==> src/hdl/tcw_pkg.sv <==
// Shared types and constants of the text console writer.
package tcw_pkg;

    localparam int QUEUE_DEPTH = 2;

    localparam logic [1:0] CMD_PUT   = 2'd0;
    localparam logic [1:0] CMD_CLEAR = 2'd1;
    localparam logic [1:0] CMD_READ  = 2'd2;

    localparam logic [7:0] CH_NEWLINE   = 8'h0A;
    localparam logic [7:0] CH_TAB       = 8'h09;
    localparam logic [7:0] CH_BACKSPACE = 8'h08;
    localparam logic [7:0] CH_SPACE     = 8'h20;
    localparam logic [7:0] DEFAULT_ATTR = 8'h0F;

    localparam logic REG_TEXT_ATTR = 1'b0;

    typedef enum logic [2:0] {
        OP_PRINT,
        OP_NEWLINE,
        OP_TAB,
        OP_BACKSPACE,
        OP_CLEAR,
        OP_READ,
        OP_NONE
    } tcw_op_t;

    typedef enum logic [2:0] {
        ST_IDLE,
        ST_SETTLE,
        ST_READ,
        ST_SCROLL,
        ST_FILL,
        ST_CLEAR
    } tcw_state_t;

    typedef struct packed {
        logic [1:0]  cmd;
        logic [7:0]  char_code;
        logic [10:0] cell_index;
    } tcw_req_t;

    typedef struct packed {
        logic [10:0] cursor_pos;
        logic [7:0]  cell_char;
        logic [7:0]  cell_attr;
        logic        scrolled;
    } tcw_res_t;

    typedef struct packed {
        tcw_op_t     op;
        logic [7:0]  char_code;
        logic [10:0] cell_index;
    } tcw_job_t;

endpackage

==> src/hdl/tcw_fifo.sv <==
// Small first-in first-out queue of packed items.
module tcw_fifo
    import tcw_pkg::*;
#(
    parameter type item_t = logic [7:0]
)
(
    input  logic  clk,
    input  logic  rst_n,
    input  logic  push,
    input  item_t wr_item,
    output logic  full,
    input  logic  pop,
    output item_t rd_item,
    output logic  empty
);

    localparam int PTRW = (QUEUE_DEPTH > 1) ? $clog2(QUEUE_DEPTH) : 1;
    localparam int CNTW = $clog2(QUEUE_DEPTH + 1);

    item_t            slot_reg [QUEUE_DEPTH];
    logic [PTRW-1:0]  wr_ptr_reg;
    logic [PTRW-1:0]  wr_ptr_next;
    logic [PTRW-1:0]  rd_ptr_reg;
    logic [PTRW-1:0]  rd_ptr_next;
    logic [CNTW-1:0]  count_reg;
    logic [CNTW-1:0]  count_next;
    logic             do_push;
    logic             do_pop;

    assign full    = (count_reg == CNTW'(QUEUE_DEPTH));
    assign empty   = (count_reg == '0);
    assign do_push = push && !full;
    assign do_pop  = pop && !empty;
    assign rd_item = slot_reg[rd_ptr_reg];

    always_comb
    begin
        wr_ptr_next = wr_ptr_reg;
        rd_ptr_next = rd_ptr_reg;
        count_next  = count_reg;
        if (do_push)
        begin
            wr_ptr_next = (wr_ptr_reg == PTRW'(QUEUE_DEPTH - 1)) ? '0 : wr_ptr_reg + 1'b1;
        end
        if (do_pop)
        begin
            rd_ptr_next = (rd_ptr_reg == PTRW'(QUEUE_DEPTH - 1)) ? '0 : rd_ptr_reg + 1'b1;
        end
        if (do_push && !do_pop)
        begin
            count_next = count_reg + 1'b1;
        end
        else if (do_pop && !do_push)
        begin
            count_next = count_reg - 1'b1;
        end
    end

    always_ff @(posedge clk or negedge rst_n)
    begin
        if (!rst_n)
        begin
            wr_ptr_reg <= '0;
            rd_ptr_reg <= '0;
            count_reg  <= '0;
        end
        else
        begin
            wr_ptr_reg <= wr_ptr_next;
            rd_ptr_reg <= rd_ptr_next;
            count_reg  <= count_next;
        end
    end

    always_ff @(posedge clk)
    begin
        if (do_push)
        begin
            slot_reg[wr_ptr_reg] <= wr_item;
        end
    end

endmodule

==> config.mk <==
export PLATFORM = sky130hd
export DESIGN_NAME = tcw_fifo
export DESIGN_NICKNAME = d
export VERILOG_FILES = /design/src/hdl/tcw_pkg.sv /design/src/hdl/tcw_fifo.sv
export SDC_FILE = /design/constraint.sdc
export NUM_CORES = 1
export LEC_CHECK = 0
export BUFFER_PORTS_ARGS = -buffer_cell sky130_fd_sc_hd__buf_2
export CAP_MARGIN = 25
export CORE_ASPECT_RATIO = 0.9
export CORE_MARGIN = 3
export CORE_UTILIZATION = 48
export CTS_CLUSTER_SIZE = 20
export DETAILED_ROUTE_END_ITERATION = 16
export GPL_TIMING_DRIVEN = 0
export MAX_ROUTING_LAYER = met4
export PLACE_DENSITY_LB_ADDON = 0.05
export SLEW_MARGIN = 5
export SYNTH_ARGS = -nofsm -noshare
export SYNTH_HDL_FRONTEND = slang
export SYNTH_SLANG_ARGS = --single-unit
export TNS_END_PERCENT = 5
==> constraint.sdc <==
create_clock -name clk -period 1.7 [get_ports clk]
set_clock_uncertainty 0.1 [all_clocks]
set_input_delay 0 -clock clk [delete_from_list [all_inputs] [get_ports clk]]
set_output_delay 0 -clock clk [all_outputs]
set_load 0.005 [all_outputs]
Word level (Yosys, flattened, before mapping):

Memories as Yosys holds them, arrays and structs flattened.
Index checks and enable logic that the tools add are counted.

* bits of input ports: 12
* latch bits: 0
* output and inout port bits: 10
* bits in read-only memories: 0
* register bits after elaboration: 4
* memory bits (writable): 16
* memories kept: 1

Memories
* slot_reg: depth 2, width 8, read ports 1, clocked after Yosys merged registers in 0, write ports 1, RTL line tcw_fifo.sv:21 `item_t slot_reg [QUEUE_DEPTH];`

* reduce and logical (&&, ||, !) cells: 10
* $add $sub $neg: 4
* shift operators: 0
* div/mod/pow operators: 0
* muxes and demuxes: 6
* equal/unequal tests: 1
* multipliers: 0
* order comparisons: 0
* bitwise operators: 0

Operator list (number)
* 1-bit logical AND: 4
* 1-bit zero test: 4
* 1-bit two-way mux: 4
* 2-bit two-way mux: 2
* 1-bit adder, second input constant: 2
* 2-bit by 1-bit adder with 2-bit output, second input constant: 1
* 2-bit equality test, second input constant: 1
* 2-bit zero test: 1
* 2-bit nonzero test: 1
* 2-bit by 1-bit subtractor with 2-bit output, second input constant: 1

Logic depth before layout (Yosys ltp):

* depth after elaboration: 7
* gate-level depth with buffers: 7
* gate-level depth less buffers: 7

Least setup slack after synthesis:

OpenSTA, ideal clock, no wires.

* path type: register to register
* start point: register count_reg[0]
* end point: memory slot_reg[0][0] (netlist name) (enable)
* setup slack: 208 ps
* arrival time: 1022 ps
* setup time: 370 ps
* path buffers: 0
* stages on the path, launching flop included: 4
* data required time: 1230 ps
* cells stage by stage: dfrtp_1 -> nand2b_1 -> nand2_2 -> nor2_1

* cells in the longest elaborated chain, start to end: 5

Ends and longest elaborated chain
* from (decl): RTL line tcw_fifo.sv:26 `logic [CNTW-1:0] count_reg;`
* from (signal assigned): RTL line tcw_fifo.sv:72 `count_reg <= count_next;`
* 2-bit equality test: RTL line tcw_fifo.sv:31 `assign full = (count_reg == CNTW'(QUEUE_DEPTH));`
* 1-bit zero test: RTL line tcw_fifo.sv:33 `assign do_push = push && !full;`
* 1-bit logical AND: RTL line tcw_fifo.sv:33
* 1-bit two-way mux: RTL line tcw_fifo.sv:78 `if (do_push)`
* 1-bit two-way mux (not written as such): RTL line tcw_fifo.sv:80 `slot_reg[wr_ptr_reg] <= wr_item;`
* to (decl): RTL line tcw_fifo.sv:21

No other way between the ends.

Worst setup path after layout:

* start point: register count_reg[0]
* end point: register count_reg[1]

* cells in the longest elaborated chain, start to end: 6
* elaborated cells on any way between the ends: 15
* those cells by class: add/sub (2); eq/ne (1); mux (2); reduce/logical (10)

Ends and longest elaborated chain (RTL line)
* 2-bit equality test / 2-bit zero test (equally long branches): tcw_fifo.sv:31, tcw_fifo.sv:32
* 1-bit zero test, on equally long branches: tcw_fifo.sv:33, tcw_fifo.sv:34
* 1-bit logical AND, on equally long branches: tcw_fifo.sv:33, tcw_fifo.sv:34
* 1-bit zero test, on equally long branches: tcw_fifo.sv:54, tcw_fifo.sv:50
* 1-bit logical AND, on equally long branches: tcw_fifo.sv:54, tcw_fifo.sv:50
* 2-bit nonzero test (no source line) / 2-bit two-way mux (equally long branches)

Several ways; a longest one is shown, not always the timed one. The select of a mux whose other input is x is not followed.
A chain may end at the register's enable or synchronous reset.

==> results_dict.tcl <==
set metrics [dict create \
    final_core_util 0.734 \
    drv_slew 0 \
    holdWs_ns 0.323 \
    crit_arrival_ns 1.67 \
    stdcell_count 104 \
    synth_top_area_cell "edfxtp_1" \
    nets 96 \
    initial_core_util 0.523 \
    clock_sinks 20 \
    worstPathRequired_ns 1.81 \
    finalCritPeriodShare 0.913 \
    antenna_cells 0 \
    root_buffer "clkbuf_4" \
    path_class "reg2reg" \
    synth_commonest_cells "edfxtp_1 (16), mux2_1 (6), dfrtp_1 (4), nor2_1 (3)" \
    grt_pass1_wl_um 2240 \
    rr_worst_depth 6 \
    synth.ff_latch_count 20 \
    hold_path_class "in2reg" \
    synth_edf_count 16 \
    chipWidth_um 48.5 \
    r2r_setup_slack_ns 0.15 \
    synth_most_common_cell "edfxtp_1" \
    tightest_slew_ns 0.449 \
    cp_num_buf_inv 1 \
    rows 13 \
    mappedNetlistArea_um2 782 \
    clk_latency_ns 0.28 \
    ys.flop_type "edfxtp_1" \
    grt_remaining_overflow 0 \
    cp-startpoint "count_reg[0]" \
    combPwrFrac 0.336 \
    power_frac_seq 0.442 \
    antenna_found_initial 0 \
    gp_congestion 0.682 \
    viasPerCell 4.56 \
    cap_violations 0 \
    drc 0 \
    seq_area_frac_synth 0.742 \
    synth_fp_nets 57 \
    core_um2 1500 \
    grt_setup_unrepaired "no" \
    netSwitchingFraction 0.274 \
    start_kind "register" \
    die_h_um 44.3 \
    port_buffers 21 \
    detailed_place_hpwl_um 749 \
    ant_nets 0 \
    largest_register_ffs 16 \
    drive_gt1_frac 0.402 \
    power_leakage_nw 0.460 \
    ys_async_sr_fraction 0.200 \
    dpl.cell_count 87 \
    relSlewSlack 0.701 \
    yosysTopAreaCellShare 0.614 \
    drt-wirelength-per-cell_um 11.9 \
    r2r_start "count_reg[0]" \
    vias 474 \
    end_kind "register" \
    nFillCells 112 \
    max_stage_delay_ns 0.42 \
    dp_worst_setup_slack_ns -0.0633 \
    cts_inserted_buffers 3 \
    die_area_um2 2150 \
    ys_warn_count 0 \
    hold_viol 0 \
    synthToLayoutAreaGrowth_pct 40.5 \
    p_sw_mw 0.459 \
    avgSynthCellArea_um2 17.8 \
    vdd_drop_max_mv 1.15 \
    power_frac_clock 0.223 \
    io_pins 22 \
    intPower_mw 1.22 \
    endpoint "count_reg[1]" \
    grt_pass1_vias 529 \
    wl_um 1240 \
    grt_max_degree 13 \
    cp.depth 6 \
    worst-path-max-fanout 3 \
    status "complete, no violations" \
    finalWorstSetupSlack_ns 0.148 \
    clockBufferDepth 2 \
    fmax_ghz 0.644 \
    crit_chain "nand2b_1, nand2_2, inv_1, ha_1, nor2_1, xor2_1" \
    dr.pass1.iters 2 \
    cts_tree "done" \
    critPathSlowestCell "dfrtp_2" \
    cts.reportedPaths.clkPinSlew_ns 0.11 \
    p_per_area_nw_per_um2 1530 \
    synth_cell_types 15 \
    grtUsageTotal 0.144 \
    syn_inst 44 \
    htree_levels 1 \
    dr.first_iter.drc_count 1 \
    setup_violations 0 \
    post-route-min-period_ns 1.55 \
    worstReg2RegEnd "count_reg[1]" \
    critical-path-top-delay-family "simple AND/OR/NAND/NOR gates" \
    synthTopCellsByArea "edfxtp_1 (61%), dfrtp_1 (13%), mux2_1 (8.6%), mux2_2 (2.9%), xnor2_1 (2.2%)" \
]
[metrics by stage]
step	power [mW]	setup TNS [ns]	area, um2
2_1_floorplan	1.09	0	782
3_3_place_gp	1.26	-0.210	915
3_5_place_dp	1.27	-0.504	915
4_1_cts	1.68	0	1090
5_1_grt	1.79	0	1100
6_report	1.68	0	1100
[layout make-up]
type,instances,area (um2),share of cell area
clock inverter,1,30.0,0.0273
sequential,20,582,0.530
buffer,1,5.00,0.00456
timing repair buffer,34,233,0.212
inverter,2,7.51,0.00683
multi-input combinational,21,191,0.174
tap,22,27.5,0.0251
clock buffer,3,22.5,0.0205
[how the worst min path moves through the flow]
stage | start | to | slack [ns] | cells after the start
final | wr_item[1] | slot_reg[1][1] | 0.32 | 2
after global routing | wr_item[4] | slot_reg[1][4] | 0.31 | 2
after CTS | wr_item[1] | slot_reg[1][1] | 0.31 | 2
after detailed placement | rst_n | count_reg[1] | -0.29 | 1
after global placement | rst_n | count_reg[0] | -0.29 | 1
after floorplan | rst_n | count_reg[0] | -0.40 | 0
[routing by layer]
| layer | vias to the layer above | track usage | share of wire |
|---|---|---|---|
| li1 | 232 | - | - |
| met1 | 229 | 0.156 | 0.42 |
| met2 | 13 | 0.269 | 0.54 |
| met3 | 0 | 0.0370 | 0.038 |
| met4 | 0 | 0.0341 | 0 |
| met5 | - | - | 0 |
[logic make-up (layout without fill, tap and decap cells)]
logic type / Yosys count / after routing / synth area share
flip-flops: 20 / 20 / 0.742
XOR/XNOR: 5 / 5 / 0.0656
buffers and inverters: 3 / 41 / 0.0160
adder cells (fa/ha/maj): 1 / 1 / 0.0160
AND/OR/NAND/NOR: 6 / 6 / 0.0384
multiplexers: 8 / 8 / 0.115
AO/OA/AOI/OAI: 1 / 1 / 0.00639
[cells in the final DEF (no fill, tap or decap), drive strengths merged]
master and instances:
nand2 1, xnor2 3, xor2 2, inv 2, buf 23, nand2b 1, dfrtp 4, and3 1
clkbuf 3, edfxtp 16, o21ai 1, ha 1, bufinv 1, dlygate4sd3 12, nor2 3, mux2 8
[repair_timing]
action | CTS | global route
buffers inserted | 0 | 1
hold buffers | 12 | 0
resized for setup | 1 | 1
hold endpoints to repair | 22 | 0
setup endpoints to repair | 8 | 1
cloned | 0 | 0
[power by group through the flow]
stage          clock network, mW  registers, mW  logic, mW
2_1_floorplan                  0          0.746      0.343
3_3_place_gp                   0          0.758      0.500
3_5_place_dp                   0          0.763      0.510
4_1_cts                    0.385          0.752      0.539
5_1_grt                    0.406          0.761      0.627
6_report                   0.373          0.740      0.563
Power figures use the tool's default switching activity.
