==> config.mk <==
export PLATFORM = sky130hd
export DESIGN_NAME = tcw_front
export DESIGN_NICKNAME = d
export VERILOG_FILES = /design/src/hdl/tcw_pkg.sv /design/src/hdl/tcw_fifo.sv /design/src/hdl/tcw_front.sv
export SDC_FILE = /design/constraint.sdc
export NUM_CORES = 1
export LEC_CHECK = 0
export BUFFER_PORTS_ARGS = -buffer_cell sky130_fd_sc_hd__buf_2
export CAP_MARGIN = 10
export CELL_PAD_IN_SITES_DETAIL_PLACEMENT = 1
export CELL_PAD_IN_SITES_GLOBAL_PLACEMENT = 2
export CORE_UTILIZATION = 37
export CTS_CLUSTER_SIZE = 28
export DETAILED_ROUTE_END_ITERATION = 10
export PLACE_DENSITY_LB_ADDON = 0.1
export SLEW_MARGIN = 20
export SYNTH_ARGS = -nofsm -noshare
export SYNTH_HDL_FRONTEND = slang
export SYNTH_SLANG_ARGS = --single-unit
==> constraint.sdc <==
create_clock -name clk -period 2.75 [get_ports clk]
set_clock_uncertainty 0.15 [all_clocks]
set_input_delay 0.6875 -clock clk [delete_from_list [all_inputs] [get_ports clk]]
set_output_delay 0.6875 -clock clk [all_outputs]
set_load 0.01 [all_outputs]
==> src/hdl/tcw_pkg.sv <==
// Shared types and constants of the text console writer.
package tcw_pkg;

    localparam int QUEUE_DEPTH = 2;

    localparam logic [1:0] CMD_PUT   = 2'd0;
    localparam logic [1:0] CMD_CLEAR = 2'd1;
    localparam logic [1:0] CMD_READ  = 2'd2;

    localparam logic [7:0] CH_NEWLINE   = 8'h0A;
    localparam logic [7:0] CH_TAB       = 8'h09;
    localparam logic [7:0] CH_BACKSPACE = 8'h08;
    localparam logic [7:0] CH_SPACE     = 8'h20;
    localparam logic [7:0] DEFAULT_ATTR = 8'h0F;

    localparam logic REG_TEXT_ATTR = 1'b0;

    typedef enum logic [2:0] {
        OP_PRINT,
        OP_NEWLINE,
        OP_TAB,
        OP_BACKSPACE,
        OP_CLEAR,
        OP_READ,
        OP_NONE
    } tcw_op_t;

    typedef enum logic [2:0] {
        ST_IDLE,
        ST_SETTLE,
        ST_READ,
        ST_SCROLL,
        ST_FILL,
        ST_CLEAR
    } tcw_state_t;

    typedef struct packed {
        logic [1:0]  cmd;
        logic [7:0]  char_code;
        logic [10:0] cell_index;
    } tcw_req_t;

    typedef struct packed {
        logic [10:0] cursor_pos;
        logic [7:0]  cell_char;
        logic [7:0]  cell_attr;
        logic        scrolled;
    } tcw_res_t;

    typedef struct packed {
        tcw_op_t     op;
        logic [7:0]  char_code;
        logic [10:0] cell_index;
    } tcw_job_t;

endpackage

==> src/hdl/tcw_fifo.sv <==
// Small first-in first-out queue of packed items.
module tcw_fifo
    import tcw_pkg::*;
#(
    parameter type item_t = logic [7:0]
)
(
    input  logic  clk,
    input  logic  rst_n,
    input  logic  push,
    input  item_t wr_item,
    output logic  full,
    input  logic  pop,
    output item_t rd_item,
    output logic  empty
);

    localparam int PTRW = (QUEUE_DEPTH > 1) ? $clog2(QUEUE_DEPTH) : 1;
    localparam int CNTW = $clog2(QUEUE_DEPTH + 1);

    item_t            slot_reg [QUEUE_DEPTH];
    logic [PTRW-1:0]  wr_ptr_reg;
    logic [PTRW-1:0]  wr_ptr_next;
    logic [PTRW-1:0]  rd_ptr_reg;
    logic [PTRW-1:0]  rd_ptr_next;
    logic [CNTW-1:0]  count_reg;
    logic [CNTW-1:0]  count_next;
    logic             do_push;
    logic             do_pop;

    assign full    = (count_reg == CNTW'(QUEUE_DEPTH));
    assign empty   = (count_reg == '0);
    assign do_push = push && !full;
    assign do_pop  = pop && !empty;
    assign rd_item = slot_reg[rd_ptr_reg];

    always_comb
    begin
        wr_ptr_next = wr_ptr_reg;
        rd_ptr_next = rd_ptr_reg;
        count_next  = count_reg;
        if (do_push)
        begin
            wr_ptr_next = (wr_ptr_reg == PTRW'(QUEUE_DEPTH - 1)) ? '0 : wr_ptr_reg + 1'b1;
        end
        if (do_pop)
        begin
            rd_ptr_next = (rd_ptr_reg == PTRW'(QUEUE_DEPTH - 1)) ? '0 : rd_ptr_reg + 1'b1;
        end
        if (do_push && !do_pop)
        begin
            count_next = count_reg + 1'b1;
        end
        else if (do_pop && !do_push)
        begin
            count_next = count_reg - 1'b1;
        end
    end

    always_ff @(posedge clk or negedge rst_n)
    begin
        if (!rst_n)
        begin
            wr_ptr_reg <= '0;
            rd_ptr_reg <= '0;
            count_reg  <= '0;
        end
        else
        begin
            wr_ptr_reg <= wr_ptr_next;
            rd_ptr_reg <= rd_ptr_next;
            count_reg  <= count_next;
        end
    end

    always_ff @(posedge clk)
    begin
        if (do_push)
        begin
            slot_reg[wr_ptr_reg] <= wr_item;
        end
    end

endmodule

==> src/hdl/tcw_front.sv <==
// Front end: accepts requests, classifies them and queues jobs for the back end.
module tcw_front
    import tcw_pkg::*;
(
    input  logic     clk,
    input  logic     rst_n,
    input  logic     push,
    input  tcw_req_t req_item,
    output logic     full,
    output logic     job_avail,
    input  logic     job_take,
    output tcw_job_t job
);

    tcw_job_t job_in;
    logic     job_empty;

    always_comb
    begin
        job_in.char_code  = req_item.char_code;
        job_in.cell_index = req_item.cell_index;
        case (req_item.cmd)
            CMD_PUT:
            begin
                case (req_item.char_code)
                    CH_NEWLINE:   job_in.op = OP_NEWLINE;
                    CH_TAB:       job_in.op = OP_TAB;
                    CH_BACKSPACE: job_in.op = OP_BACKSPACE;
                    default:      job_in.op = OP_PRINT;
                endcase
            end
            CMD_CLEAR: job_in.op = OP_CLEAR;
            CMD_READ:  job_in.op = OP_READ;
            default:   job_in.op = OP_NONE;
        endcase
    end

    tcw_fifo #(
        .item_t (tcw_job_t)
    ) u_job_queue (
        .clk     (clk),
        .rst_n   (rst_n),
        .push    (push),
        .wr_item (job_in),
        .full    (full),
        .pop     (job_take),
        .rd_item (job),
        .empty   (job_empty)
    );

    assign job_avail = !job_empty;

endmodule

# Yosys cells after proc, flatten, opt, wreduce, memory -nomap -nowiden
# Memories as Yosys holds them, arrays and structs flattened.
# Index checks and enable logic that the tools add are counted.
[totals] register_bits=4 ram_bits=44 input_bits=25 mem_count=1
[op_classes] addsub=4 n_eq_ne=6 n_mux=8 n_reduce_logical=11
[mem_list] name="u_job_queue.slot_reg" words=2 word_bits=22 rd=1 rd_clocked_by_memory_dff=0 wr=1 line_no="tcw_fifo.sv:21" rtl="item_t slot_reg [QUEUE_DEPTH];"
[op_table] cell="$eq A8 B4 Y1 const B" n=3
[op_table] cell="$pmux W3 S3" n=1
[op_table] cell="$pmux W2 S3" n=1
[op_table] cell="$eq A2 B2 Y1 const B" n=2
[op_table] cell="$logic_and A1 B1 Y1" n=4
[op_table] cell="$logic_not A1 Y1" n=4
[op_table] cell="$logic_not A2 Y1" n=2
[op_table] cell="$mux W1" n=4
[op_table] cell="$mux W2" n=2
[op_table] cell="$add A1 B1 Y1 const B" n=2
[op_table] cell="$add A2 B1 Y2 const B" n=1
[op_table] cell="$eq A2 B1 Y1 const B" n=1
[op_table] cell="$reduce_bool A2 Y1" n=1
[op_table] cell="$sub A2 B1 Y2 const B" n=1

# Longest topological paths before layout
[depth] depth_word=7 ltp_mapped=7 depth_no_buf=7

# Cells and area by module
# Synthesis repeated with hierarchy kept, for this count alone.
[hier_totals] hier_cells=98 area_unflattened_um2=1878.1
[by_module_without_submodules] mod="tcw_fifo" instances=1 cells_each=87 area_each_um2=1788.0 seq_area_each_um2=1421.4
[by_module_without_submodules] mod="tcw_front" instances=1 cells_each=11 area_each_um2=90.1 seq_area_each_um2=0.0

# Worst setup path before layout
# Ideal clock, no wire load.
[synth_path] kind="input to register" startpoint="input port push" endpoint="memory u_job_queue.slot_reg[0][0] (netlist name) (enable)" arrival_ps=1718 slack_ps=481 cell_stages=2 cell_sequence="nand2_1 -> nor2_1"
[synth_between] elab_chain_len=3
[synth_lines] element="start: declaration" line_no="tcw_front.sv:7" rtl="input logic push,"
[synth_lines] element="$logic_and A1 B1 Y1" line_no="tcw_fifo.sv:33" rtl="assign do_push = push && !full;"
[synth_lines] element="$mux W1" line_no="tcw_fifo.sv:78" rtl="if (do_push)"
[synth_lines] element="$mux W1 (implied by the code)" line_no="tcw_fifo.sv:80" rtl="slot_reg[wr_ptr_reg] <= wr_item;"
[synth_lines] element="end: declaration" line_no="tcw_fifo.sv:21"
# Every way passes these cells.

==> summary.md <==
| Metric | Value |
|---|---|
| Min-Delay Path Class | `in2async` |
| Total Neg Setup Slack | `0 ns` |
| Vias after detailed routing | `1035` |
| Routability cong. | `0.690` |
| VDD IR max | `413 uV` |
| Nets@finish | `184` |
| Power Total | `2.21 mW` |
| Critical Path Start Type | `register` |
| Leak Pwr | `0.885 nW` |
| Syn Nets | `127` |
| Inst Count DP | `216` |
| # setup viols final | `0` |
| Final Hold Violating Endpoints | `0` |
| WL final | `3550 microns` |
| CP max stage cell | `mux2_2` |
| TritonCTS clock tree | `yes` |
| Tcrit/Tclk final | `0.796` |
| Final ANT Viol Nets | `0` |
| Max stage delay on crit path | `0.36 ns` |
| Status | `complete, no violations` |
| Die area | `5340 sq um` |
| CP endpoint kind | `output port` |
| Switching power | `0.674 mW` |
| Die span in x | `73.1 microns` |
| CTS H-Tree Depth | `2` |
| Area post-placement | `2200 sq um` |
| CP cell instances | `buf_4 > mux2_2 > buf_2` |
| DR pass1 iterations | `3` |
| Hold buffers post-CTS | `0` |
| Slew headroom | `0.718` |
| Slew at the pin with the worst max-slew slack | `0.416 ns` |
| Core ar. | `4790 sq um` |
| Number of global-route vias before repair | `1136` |
| Reg clk slew, reported paths | `0.08 ns` |
| Via-per-instance ratio | `4.64` |
| Sequential cell area fraction in the yosys report | `0.760` |
| CTS Root Cell | `clkbuf_8` |
| RSZ-0062 raised after global routing | `false` |
| Int Pwr | `1.54 mW` |
| CP Class | `reg2out` |
| Wirelength per Cell | `15.9 microns` |
| Critical path arrival | `1.35 ns` |
| P&R area growth vs syn | `22.0%` |
| Slew Viols, Final | `0` |
| DRC errors left | `0` |
| Initial Util | `0.391` |
| Drt first-iter violations | `29` |
| Yosys cell types | `18` |
| Die height | `73.1 microns` |
| Mapped Area | `1870 sq um` |
| Layout Cells excl Fill | `223` |
| Buffers on Ports | `48` |
| Fmax | `457 MHz` |
| Max-cap violations | `0` |
| Sw frac | `0.305` |
| Pwr dens | `969 nW/um^2` |
| Site Rows | `25` |
| Initial antenna violation count | `0` |
| Gate power share | `0.346` |
| Global-route wire length before repair | `5680 microns` |
| Layout cells sized above 1 | `0.526` |
| Post-DP HPWL | `2580 microns` |
| Total GRT Usage | `0.151` |
| Max clock buf depth | `2` |
| Register area | `1420 sq um` |
| Worst-path maximum fanout | `12` |
| Grt total ovfl | `0` |
| Post-CTS Repair Setup Buffers | `0` |
| I/O pins | `49` |
| Diode count | `0` |
| Largest register FFs | `44` |
| Synth Instances | `99` |
| Design Area, Final | `2280 sq um` |
| Syn_area_per_cell | `18.9 sq um` |
| Seq cells post-synth | `48` |
| Largest net degree at the start of global routing | `23` |
| Area of the multi-input gates | `410 sq um` |
| TritonCTS buffer count | `5` |
| Clock power frac | `0.174` |
| Post-CTS Resized | `0` |
| Syn. warnings | `0` |
| Clk Latency, worst-skew pair | `0.29 ns` |
| Critical Path RT | `1.91 ns` |
| Reg power frac | `0.480` |
| Filler cells | `491` |
| Clk sinks | `48` |
| Tmin final | `2.19 ns` |
[critical path, delay by kind of cell, from the launching register on]
kind	cells	cell delay, ns
mux	1	0.36
buf+inv	2	0.35
flops	1	0.35
[layer usage]
metal | routed length (microns) | global-route usage | up-vias
met3 | 180 | 0.0539 | 2
li1 | - | - | 481
met2 | 1920 | 0.264 | 31
met4 | 26 | 0.0523 | 0
met1 | 1430 | 0.170 | 521
met5 | 0 | 0 | -
[power groups by stage]
stage	clock network, mW	logic (mW)	registers [mW]
6_report	0.385	0.766	1.06
2_1_floorplan	0	0.502	1.07
4_1_cts	0.401	0.792	1.06
3_3_place_gp	0	0.768	1.07
3_5_place_dp	0	0.787	1.08
5_1_grt	0.429	0.847	1.08
[layout make-up]
type / count / share of cell area
clock buffer: 6 / 0.0318
clock inverter: 1 / 0.00219
inverter: 5 / 0.00822
multi-input combinational: 44 / 0.180
sequential: 48 / 0.623
tap: 67 / 0.0367
timing repair buffer: 52 / 0.118
[placed cells by master, fill, tap and decap left out, types with 2 or more instances in the layout]
cell type  Yosys  final
buf_2          0     48
edfxtp_1      44     44
mux2_2        22     22
inv_1          5      5
clkbuf_8       0      5
buf_4          0      4
dfrtp_1        4      4
xnor2_1        3      3
ha_1           3      3
nor4b_1        2      2
nand3_1        2      2
o21ai_0        2      2
xor2_1         2      2
[synth_stat cells]
| master | instances | area (sq um) |
|---|---|---|
| edfxtp_1 | 44 | 1320 |
| mux2_2 | 22 | 248 |
| inv_1 | 5 | 18.8 |
| dfrtp_1 | 4 | 100 |
| ha_1 | 3 | 37.5 |
| xnor2_1 | 3 | 26.3 |
| buf_6 | 2 | 22.5 |
| nand3_1 | 2 | 10.0 |
| nor2_1 | 2 | 7.51 |
| nor4b_1 | 2 | 17.5 |
| o21ai_0 | 2 | 10.0 |
| xor2_1 | 2 | 17.5 |
| and3_1 | 1 | 6.26 |
| nand2_1 | 1 | 3.75 |
| nand2_2 | 1 | 6.26 |
| nand2b_1 | 1 | 6.26 |
| nor3_1 | 1 | 5.00 |
| or2_1 | 1 | 6.26 |
[per-stage QoR]
stage	hold slack, ns	setup slack, ns	utilization
4_1_cts	0.0327	0.529	0.477
6_report	0.0400	0.562	0.477
3_3_place_gp	0.322	0.843	0.461
5_1_grt	0.0260	0.486	0.477
2_1_floorplan	0.242	0.481	-
3_5_place_dp	0.330	0.818	0.461
[logic make-up (layout without fill, tap and decap cells)]
kind of cell               after synthesis  after routing  synth area share
xor gates and xnor gates                 5              5            0.0234
and+or+nand+nor                         12             12            0.0368
DFF                                     48             48             0.760
AOI/OAI and AO/OA                        2              2           0.00535
muxes                                   22             22             0.132
adders and majority gates                3              3            0.0201
buffers and inverters                    7             64            0.0221
[path summary, 6_finish.rpt]
kind	depth (start not counted)	endpoint	slack, ns	start
worst min-delay path	1	u_job_queue.count_reg[1]	0.04	rst_n
max in group asynchronous	1	u_job_queue.rd_ptr_reg	2.29	rst_n
worst max register to register	7	u_job_queue.count_reg[1]	1.09	u_job_queue.count_reg[0]
worst min register to register	1	u_job_queue.count_reg[1]	0.34	u_job_queue.count_reg[1]
worst max-delay path	3	job[14]	0.56	u_job_queue.rd_ptr_reg
min in group clk	1	u_job_queue.count_reg[1]	0.34	u_job_queue.count_reg[1]
No activity file was read; power rests on OpenSTA's default activity.
